===== src/sv/q2e_pkg.sv =====
`default_nettype none
package q2e_pkg;

    localparam int AW     = 34;
    localparam int ANG_W  = 34;
    localparam int SQ_W   = 61;
    localparam int ROOT_W = 31;
    localparam int RND_W  = 18;

    localparam logic signed [AW-1:0]    Q30_ONE = 34'sd1073741824;
    localparam logic signed [ANG_W-1:0] HALF_PI = 34'sd1073741824;

    typedef logic signed [15:0]   t_q15;
    typedef logic signed [AW-1:0] t_vec;

    typedef struct packed {
        t_q15 q_w;
        t_q15 q_x;
        t_q15 q_y;
        t_q15 q_z;
    } t_quat;

    typedef struct packed {
        logic signed [15:0] pitch_angle;
        logic signed [15:0] roll_angle;
        logic signed [15:0] yaw_angle;
        logic               pitch_clamped;
    } t_euler;

    typedef struct packed {
        logic               clamped;
        logic signed [31:0] s;
        t_vec               roll_y;
        t_vec               roll_x;
        t_vec               yaw_y;
        t_vec               yaw_x;
    } t_side;

    typedef struct packed {
        logic en;
        logic vld;
    } t_pctl;

    // atan(2^-i) in units of pi/2^31
    function automatic logic [31:0] atan_unit(input logic [4:0] i);
        logic [31:0] r;
        case (i)
            5'd0:    r = 32'h20000000;
            5'd1:    r = 32'h12E4051E;
            5'd2:    r = 32'h09FB385B;
            5'd3:    r = 32'h051111D4;
            5'd4:    r = 32'h028B0D43;
            5'd5:    r = 32'h0145D7E1;
            5'd6:    r = 32'h00A2F61E;
            5'd7:    r = 32'h00517C55;
            5'd8:    r = 32'h0028BE53;
            5'd9:    r = 32'h00145F2F;
            5'd10:   r = 32'h000A2F98;
            5'd11:   r = 32'h000517CC;
            5'd12:   r = 32'h00028BE6;
            5'd13:   r = 32'h000145F3;
            5'd14:   r = 32'h0000A2FA;
            5'd15:   r = 32'h0000517D;
            5'd16:   r = 32'h000028BE;
            5'd17:   r = 32'h0000145F;
            5'd18:   r = 32'h00000A30;
            5'd19:   r = 32'h00000518;
            5'd20:   r = 32'h0000028C;
            5'd21:   r = 32'h00000146;
            5'd22:   r = 32'h000000A3;
            5'd23:   r = 32'h00000051;
            5'd24:   r = 32'h00000029;
            5'd25:   r = 32'h00000014;
            5'd26:   r = 32'h0000000A;
            5'd27:   r = 32'h00000005;
            5'd28:   r = 32'h00000003;
            5'd29:   r = 32'h00000001;
            5'd30:   r = 32'h00000001;
            default: r = 32'h00000000;
        endcase
        return r;
    endfunction

endpackage
`default_nettype wire


===== src/sv/q2e_cordic.sv =====
`default_nettype none
module q2e_cordic #(
    parameter int DATA_WIDTH   = 16,
    parameter int CORDIC_STEPS = 16
) (
    input  wire logic                             i_clk,
    input  wire logic                             i_en,
    input  wire q2e_pkg::t_vec                    i_y,
    input  wire q2e_pkg::t_vec                    i_x,
    output logic signed [q2e_pkg::RND_W-1:0]      o_angle
);

    localparam int CW = DATA_WIDTH + 2;
    localparam int AW = q2e_pkg::AW;
    localparam int ZW = q2e_pkg::ANG_W;
    localparam logic [5:0] NORM = 6'(DATA_WIDTH - 3);

    // leading-one search on max magnitude
    logic signed [AW:0] xe, ye;
    logic [AW:0]        ax, ay, m;
    logic [5:0]         pos;

    q2e_pkg::t_vec r_xa, r_ya;
    logic [5:0]    r_pos;
    logic          r_zero_a;

    assign xe = (AW+1)'(i_x);
    assign ye = (AW+1)'(i_y);
    assign ax = xe[AW] ? -xe : xe;
    assign ay = ye[AW] ? -ye : ye;
    assign m  = (ax > ay) ? ax : ay;

    always_comb begin
        pos = '0;
        for (int j = 0; j <= AW; j++) begin
            if (m[j]) begin
                pos = 6'(j);
            end
        end
    end

    always_ff @(posedge i_clk) begin
        if (i_en) begin
            r_xa     <= i_x;
            r_ya     <= i_y;
            r_pos    <= pos;
            r_zero_a <= (m == '0);
        end
    end

    // normalise, then fold the left half plane
    logic signed [CW-1:0] xn, yn, n_x0, n_y0;
    logic signed [ZW-1:0] n_z0;
    logic [5:0]           sh;

    always_comb begin
        if (r_pos >= NORM) begin
            sh = r_pos - NORM;
            xn = CW'(r_xa >>> sh);
            yn = CW'(r_ya >>> sh);
        end else begin
            sh = NORM - r_pos;
            xn = CW'(r_xa) <<< sh;
            yn = CW'(r_ya) <<< sh;
        end
        if (xn[CW-1]) begin
            if (!yn[CW-1]) begin
                n_x0 = yn;
                n_y0 = -xn;
                n_z0 = q2e_pkg::HALF_PI;
            end else begin
                n_x0 = -yn;
                n_y0 = xn;
                n_z0 = -q2e_pkg::HALF_PI;
            end
        end else begin
            n_x0 = xn;
            n_y0 = yn;
            n_z0 = '0;
        end
    end

    logic signed [CW-1:0] r_x0, r_y0;
    logic signed [ZW-1:0] r_z0;
    logic                 r_zero0;

    always_ff @(posedge i_clk) begin
        if (i_en) begin
            r_x0    <= n_x0;
            r_y0    <= n_y0;
            r_z0    <= n_z0;
            r_zero0 <= r_zero_a;
        end
    end

    logic signed [CW-1:0] r_x  [CORDIC_STEPS];
    logic signed [CW-1:0] r_y  [CORDIC_STEPS];
    logic signed [ZW-1:0] r_z  [CORDIC_STEPS];
    logic                 r_zf [CORDIC_STEPS];

    for (genvar i = 0; i < CORDIC_STEPS; i++) begin : g_it
        localparam logic signed [ZW-1:0] ATN = $signed(ZW'(q2e_pkg::atan_unit(5'(i))));
        logic signed [CW-1:0] x_in, y_in, xs, ys;
        logic signed [ZW-1:0] z_in;
        logic                 zf_in;

        if (i == 0) begin : g_first
            assign x_in  = r_x0;
            assign y_in  = r_y0;
            assign z_in  = r_z0;
            assign zf_in = r_zero0;
        end else begin : g_next
            assign x_in  = r_x[i-1];
            assign y_in  = r_y[i-1];
            assign z_in  = r_z[i-1];
            assign zf_in = r_zf[i-1];
        end

        assign xs = x_in >>> i;
        assign ys = y_in >>> i;

        always_ff @(posedge i_clk) begin
            if (i_en) begin
                r_zf[i] <= zf_in;
                if (!y_in[CW-1]) begin
                    r_x[i] <= x_in + ys;
                    r_y[i] <= y_in - xs;
                    r_z[i] <= z_in + ATN;
                end else begin
                    r_x[i] <= x_in - ys;
                    r_y[i] <= y_in + xs;
                    r_z[i] <= z_in - ATN;
                end
            end
        end
    end

    logic signed [ZW-1:0]              z_rnd;
    logic signed [q2e_pkg::RND_W-1:0]  r_ang;

    assign z_rnd = r_z[CORDIC_STEPS-1] + 34'sd32768;

    always_ff @(posedge i_clk) begin
        if (i_en) begin
            r_ang <= r_zf[CORDIC_STEPS-1] ? '0 : z_rnd[ZW-1:16];
        end
    end

    assign o_angle = r_ang;

endmodule
`default_nettype wire


===== config.mk =====
export PLATFORM = sky130hd
export DESIGN_NAME = q2e_cordic
export DESIGN_NICKNAME = d
export VERILOG_FILES = /design/src/sv/q2e_pkg.sv /design/src/sv/q2e_cordic.sv
export SDC_FILE = /design/constraint.sdc
export NUM_CORES = 2
export LEC_CHECK = 0
export BUFFER_PORTS_ARGS = -buffer_cell sky130_fd_sc_hd__buf_2
export CAP_MARGIN = 20
export CORE_ASPECT_RATIO = 1.1
export CORE_MARGIN = 5
export CORE_UTILIZATION = 60
export CTS_BUF_LIST = sky130_fd_sc_hd__clkbuf_8
export DETAILED_ROUTE_END_ITERATION = 8
export HOLD_SLACK_MARGIN = 0.1
export MAX_ROUTING_LAYER = met4
export PLACE_DENSITY = 0.78
export SKIP_LAST_GASP = 1
export SLEW_MARGIN = 20
export SYNTH_ARGS = -nofsm -noshare
export SYNTH_HDL_FRONTEND = slang
export SYNTH_SLANG_ARGS = --single-unit

===== constraint.sdc =====
create_clock -name i_clk -period 10.65 [get_ports i_clk]
set_clock_uncertainty 0.1 [all_clocks]
set_input_delay 1.065 -clock i_clk [delete_from_list [all_inputs] [get_ports i_clk]]
set_output_delay 1.065 -clock i_clk [all_outputs]
set_load 0.01 [all_outputs]

== Yosys cells after proc, flatten, opt, wreduce, memory -nomap -nowiden ==
Memories as Yosys holds them, arrays and structs flattened.
Cells that the tools add are included.
Word-level totals
  bits in registers: 164
  bits in writable memories: 1136
  input bits: 70
  output and inout bits: 18
  logic and storage cells: 363
  memories kept: 4
Memories
  r_z: words 16, width 34, read ports 16, clocked after memory_dff 0, write ports 16, RTL line q2e_cordic.sv:98  | logic signed [ZW-1:0] r_z [CORDIC_STEPS];
  r_x: words 16, width 18, read ports 15, clocked after memory_dff 0, write ports 16, RTL line q2e_cordic.sv:96  | logic signed [CW-1:0] r_x [CORDIC_STEPS];
  r_y: words 16, width 18, read ports 15, clocked after memory_dff 0, write ports 16, RTL line q2e_cordic.sv:97  | logic signed [CW-1:0] r_y [CORDIC_STEPS];
  r_zf: words 16, width 1, read ports 16, clocked after memory_dff 0, write ports 16, RTL line q2e_cordic.sv:99  | logic r_zf [CORDIC_STEPS];
Operators by class
  add/sub/neg operators: 102
  order comparisons: 2
  shift-type cells: 4
  mux-type cells: 189
  bitwise operators: 48
  reductions and logical operators: 3
Operators by type and width (number)
  18-bit two-way mux: 36
  34-bit two-way mux: 17
  35-bit two-way mux: 3
  1-bit two-way mux: 99
  5-bit two-way mux: 16
  34-bit negation with 35-bit output: 2
  34-bit by 17-bit adder with 34-bit output (second input constant): 2
  34-bit by 6-bit >>> shifter with 18-bit output: 2
  1-bit OR: 48
  18-bit by 10-bit adder with 18-bit output: 2
  18-bit by 11-bit adder with 18-bit output: 2
  18-bit by 12-bit adder with 18-bit output: 2
  18-bit by 13-bit adder with 18-bit output: 2
  18-bit by 14-bit adder with 18-bit output: 2
  18-bit by 15-bit adder with 18-bit output: 2
  18-bit by 16-bit adder with 18-bit output: 2
  18-bit by 17-bit adder with 18-bit output: 2
  18-bit by 3-bit adder with 18-bit output: 2
  18-bit by 4-bit adder with 18-bit output: 2
  18-bit by 5-bit adder with 18-bit output: 2
  18-bit by 6-bit adder with 18-bit output: 2
  18-bit by 7-bit adder with 18-bit output: 2
  18-bit by 8-bit adder with 18-bit output: 2
  18-bit by 9-bit adder with 18-bit output: 2
  other kinds (61): 93

== Longest topological paths before layout ==
  depth in word-level cells: 37
  depth in mapped cells: 23
  gate-level depth less buffers: 20

== Worst setup path after synthesis ==
No wires, ideal clock.
  path type: in2reg
  start point: in i_en
  end point: mem r_z[0][135] (netlist bit), data pin
  setup time: 0.260 ns
  arrival time: 5.645 ns
  required time: 10.290 ns
  setup slack: 4.646 ns
  stages on the path: 17
  buffers on the path: 3
  cell sequence: clkbuf_1 -> buf_1 -> nand2_1 -> inv_1 -> clkbuf_1 -> ha_1 -> a21o_1 -> a21oi_1 -> o21ai_1 -> a41o_1 -> o311a_1 -> a211oi_1 -> a31oi_1 -> and4_1 -> a2111oi_0 -> a21oi_1 -> xnor2_1
RTL lines
  start: declaration: RTL line q2e_cordic.sv:7  | input wire logic i_en,
  end: declaration: RTL line q2e_cordic.sv:98

== Worst setup path in the final report ==
  start point: reg r_pos[1]
  end point: reg r_y0[16] (netlist: g_it[0].y_in[16]), data pin
Between the ends
  word-level cells in the longest chain between the ends: 6
  elaborated cells between the ends (all ways): 12
  those cells by class: 3 x add/sub; 1 x order compare; 4 x shift; 4 x mux
Ends and longest elaborated chain
  start: declaration: RTL line q2e_cordic.sv:24  | logic [5:0] r_pos;
  start signal: assignment: RTL line q2e_cordic.sv:46  | r_pos <= pos;
  6-bit by 4-bit subtractor with 6-bit output / 4-bit by 6-bit subtractor with 6-bit output (equally long branches): RTL line q2e_cordic.sv:58, q2e_cordic.sv:62
  34-bit by 6-bit >>> shifter with 18-bit output / 18-bit by 6-bit <<< shifter with 18-bit output (equally long branches): RTL line q2e_cordic.sv:59, q2e_cordic.sv:63
  18-bit two-way mux: RTL line q2e_cordic.sv:57  | if (r_pos >= NORM) begin
  18-bit negation: RTL line q2e_cordic.sv:69  | n_y0 = -xn;
  18-bit two-way mux: RTL line q2e_cordic.sv:67  | if (!yn[CW-1]) begin
  18-bit two-way mux (*): RTL line q2e_cordic.sv:66  | if (xn[CW-1]) begin
  via n_y0[16]: RTL line q2e_cordic.sv:52  | logic signed [CW-1:0] xn, yn, n_x0, n_y0;
  end signal: assignment: RTL line q2e_cordic.sv:90  | r_y0 <= n_y0;
  end: declaration: RTL line q2e_cordic.sv:83  | logic signed [CW-1:0] r_x0, r_y0;
Mark *: on every way through the listed nets, which the timed path passes. The rest lies on a longest branch.
A chain may end at the register's enable or synchronous reset.

==> impl_results.md <==
* Status: finished, final reports clean
* Worst setup SP type: flop
* Post-synth ARST share at 0%
* Clock buffer depth at 3
* Sequential share of the synthesized area at 36.8%
* Initial Utilization at 60.4%
* Crit end category: flop
* Die height at 415 µm
* GR Util met3 at 3.28%
* CTS tree: built
* Pin count of the biggest net entering global routing at 216
* Post-synthesis mux area share at 4.33%
* Via count at 68,681
* Boundary pin count at 88
* Setup bufs post-CTS at 0
* Top cells by area, synth: edfxtp_1 (37%), ha_1 (14%), xnor2_1 (7.9%), a21oi_1 (4.2%), nor2_1 (3.0%)
* Final Hold Vio Count at 0
* CTS buffer count at 183
* GRT busiest layer: met2
* Core footprint at 148,000 µm²
* P&R area growth vs syn at 7.05%
* Synth Area in Adders at 15.3%
* XOR/XNOR Fraction of Synth Area at 10.9%
* FF+latch count, synth at 1,095
* Min Tclk post-route at 6.24 ns
* Avg Cell Area, Syn at 10.0 µm²
* Post-Syn Instances at 8,922
* Synth Area in Simple Gates at 12.1%
* Worst-margin pin slew at 1.14 ns
* Max Cap Viol at 0
* Final nets at 10,189
* Synth Net Count at 10,058
* Clk root buf: clkbuf_8
* Fraction of layout cells with a size suffix above 1 at 6.76%
* RD Place Congestion at 0.959
* H-Tree Depth at 4
* CP max FO at 56
* GR Util met1 at 33.3%
* Most frequent cells after synthesis: edfxtp_1 (1,095), ha_1 (1,024), xnor2_1 (811)
* Die Wd at 378 µm
* Post-cts resize count at 0
* Post-synthesis compound-gate area fraction at 17.8%
* Post-detailed-route count of antenna-violating nets at 0
* CP Class: reg -> reg
* Post-route setup TNS at 0 ns
* RSZ-0062 raised after global routing: no
* Met2 usage at 47.3%
* Total grt overflow at 0
* CTS Hold Buffers Added at 0
* Max-slew violation count at 0
* Synth Cell Area at 89,400 µm²
* Peak Freq at 160 MHz
* Total Wirelength at 214 mm
* Port Buffers at 87
* # rows at 148
* DRC Markers at 0
* Main combinational cell family by area after synthesis: compound AO/OA/AOI/OAI gates
* Final Cycle Share at 58.6%
* Clk sinks at 1,095
* Initial antenna violation count at 2
* Worst Hold Class: in -> reg
* Initial DRC Count at 5,222
* Filler cells at 11,725
* Cell taking the most area after synthesis: edfxtp_1
* CP arrival at 6.78 ns
* Drt pass-1 iters at 6
* Slew HR at 22.7%
* Final Core Density at 64.6%
* Synth warn at 0
* Worst Path Required at 11.18 ns
* WL/cell at 19.2 µm
* First-pass GRT wire length at 347 mm
* Gr usage total at 27.7%
* Die area at 157,000 µm²
* Top-area cell type share of the netlist area at 36.8%
* Vias per cell at 6.16
* Post-synth EDFFs at 1,095
* DP Wirelength at 165 mm
* Vias in the first global route at 68,219
* Worst-skew pair later-pin latency at 0.92 ns
* Final setup viols at 0
* Distinct cells, synth at 99
* Clock slew seen by the registers of the worst setup and hold paths at 0.07 ns
* Top-count cell post-synth: edfxtp_1
* Primary FF master, synth: edfxtp_1
-- cell usage in the layout (no fill, tap or decap), types with 49 or more instances in the layout --
| cell type | instances |
|---|---|
| a211oi_1 | 55 |
| a21boi_0 | 59 |
| a21o_1 | 240 |
| a21oi_1 | 744 |
| and2_1 | 50 |
| and3_1 | 52 |
| buf_2 | 86 |
| buf_4 | 49 |
| clkbuf_8 | 189 |
| clkinv_1 | 58 |
| edfxtp_1 | 1095 |
| ha_1 | 1023 |
| inv_1 | 501 |
| mux2i_1 | 101 |
| mux4_2 | 100 |
| nand2_1 | 571 |
| nand2b_1 | 131 |
| nand3_1 | 145 |
| nor2_1 | 712 |
| nor2b_1 | 120 |
| nor3_1 | 190 |
| o211ai_1 | 57 |
| o21a_1 | 188 |
| o21ai_0 | 496 |
| o21bai_1 | 94 |
| o31ai_1 | 93 |
| o41ai_1 | 76 |
| or3_1 | 74 |
| xnor2_1 | 810 |
| xor2_1 | 294 |
-- path summary, 6_finish.rpt --
| check | from | endpoint | cells after the start | slack (ns) |
|---|---|---|---|---|
| worst max-delay path | r_pos[1] | g_it[0].y_in[16] | 16 | 4.41 |
| worst min-delay path | i_x[10] | r_xa[10] | 1 | 0.29 |
| worst max register to register | r_pos[1] | g_it[0].y_in[16] | 16 | 4.41 |
| worst min register to register | r_zf[0][0] | r_zf[0][1] | 0 | 0.31 |
-- state kept, by name, indices dropped and copies added, names as in the netlist, 18 cells and up --
register,flops
r_ya,34
r_z,457
r_y,252
r_xa,34
r_x,238
g_it.x_in,18
g_it.y_in,18
o_angle,18
-- area by class of cell --
class                           instances  area [µm²]  area share (%)
Clock inverter                        146        1090            1.14
Tap cell                             1950        2440            2.55
Inverter                              470        1760            1.84
Timing Repair Buffer                  142         941           0.983
Antenna cell                            2        5.00         0.00523
Multi-Input combinational cell       7161       54000            56.4
Sequential cell                      1095       32900            34.4
Clock buffer                          189        2600            2.72
-- worst max-delay path, stage by stage, from the launching register on --
cell	delay, ns
edfxtp_1	0.33
buf_4	0.56
inv_1	0.34
ha_4	0.52
buf_4	0.67
mux4_1	0.71
mux4_2	0.53
mux2i_1	0.15
o221ai_1	0.22
inv_1	0.11
ha_1	0.23
inv_1	0.10
o41ai_4	0.40
or3b_4	0.45
o31ai_2	0.21
xnor2_1	0.16
mux2i_1	0.10
-- kinds of logic (layout without fill, tap and decap cells) --
kind of cell | after synthesis | after routing
and+or+nand+nor | 2270 | 2270
buffers and inverters | 666 | 947
xor gates and xnor gates | 1108 | 1108
AOI/OAI and AO/OA | 2464 | 2464
muxes | 251 | 251
DFF | 1095 | 1095
other | 2 | 4
adders and majority gates | 1066 | 1066
-- routing by layer --
metal | share of wire (%) | up-vias
li1 | - | 33492
met1 | 42 | 32734
met2 | 49 | 1915
met3 | 4.6 | 540
met4 | 4.2 | 0
met5 | 0 | -
-- stage by stage --
stage / hold WS (ns) / instance area, µm² / worst slack [ns] / std cells
3_5_place_dp: 0.305 / 92000 / 3.81 / 10817
6_report: 0.285 / 95700 / 4.41 / 11155
2_1_floorplan: 0.300 / 89400 / 4.65 / 8922
5_1_grt: 0.211 / 95700 / 4.02 / 11154
4_1_cts: 0.162 / 95700 / 4.42 / 11152
3_3_place_gp: 0.302 / 92000 / 3.97 / 10817
Power is not shown: default switching activity piles up to over one toggle a cycle in this logic, so the estimate is an artifact.
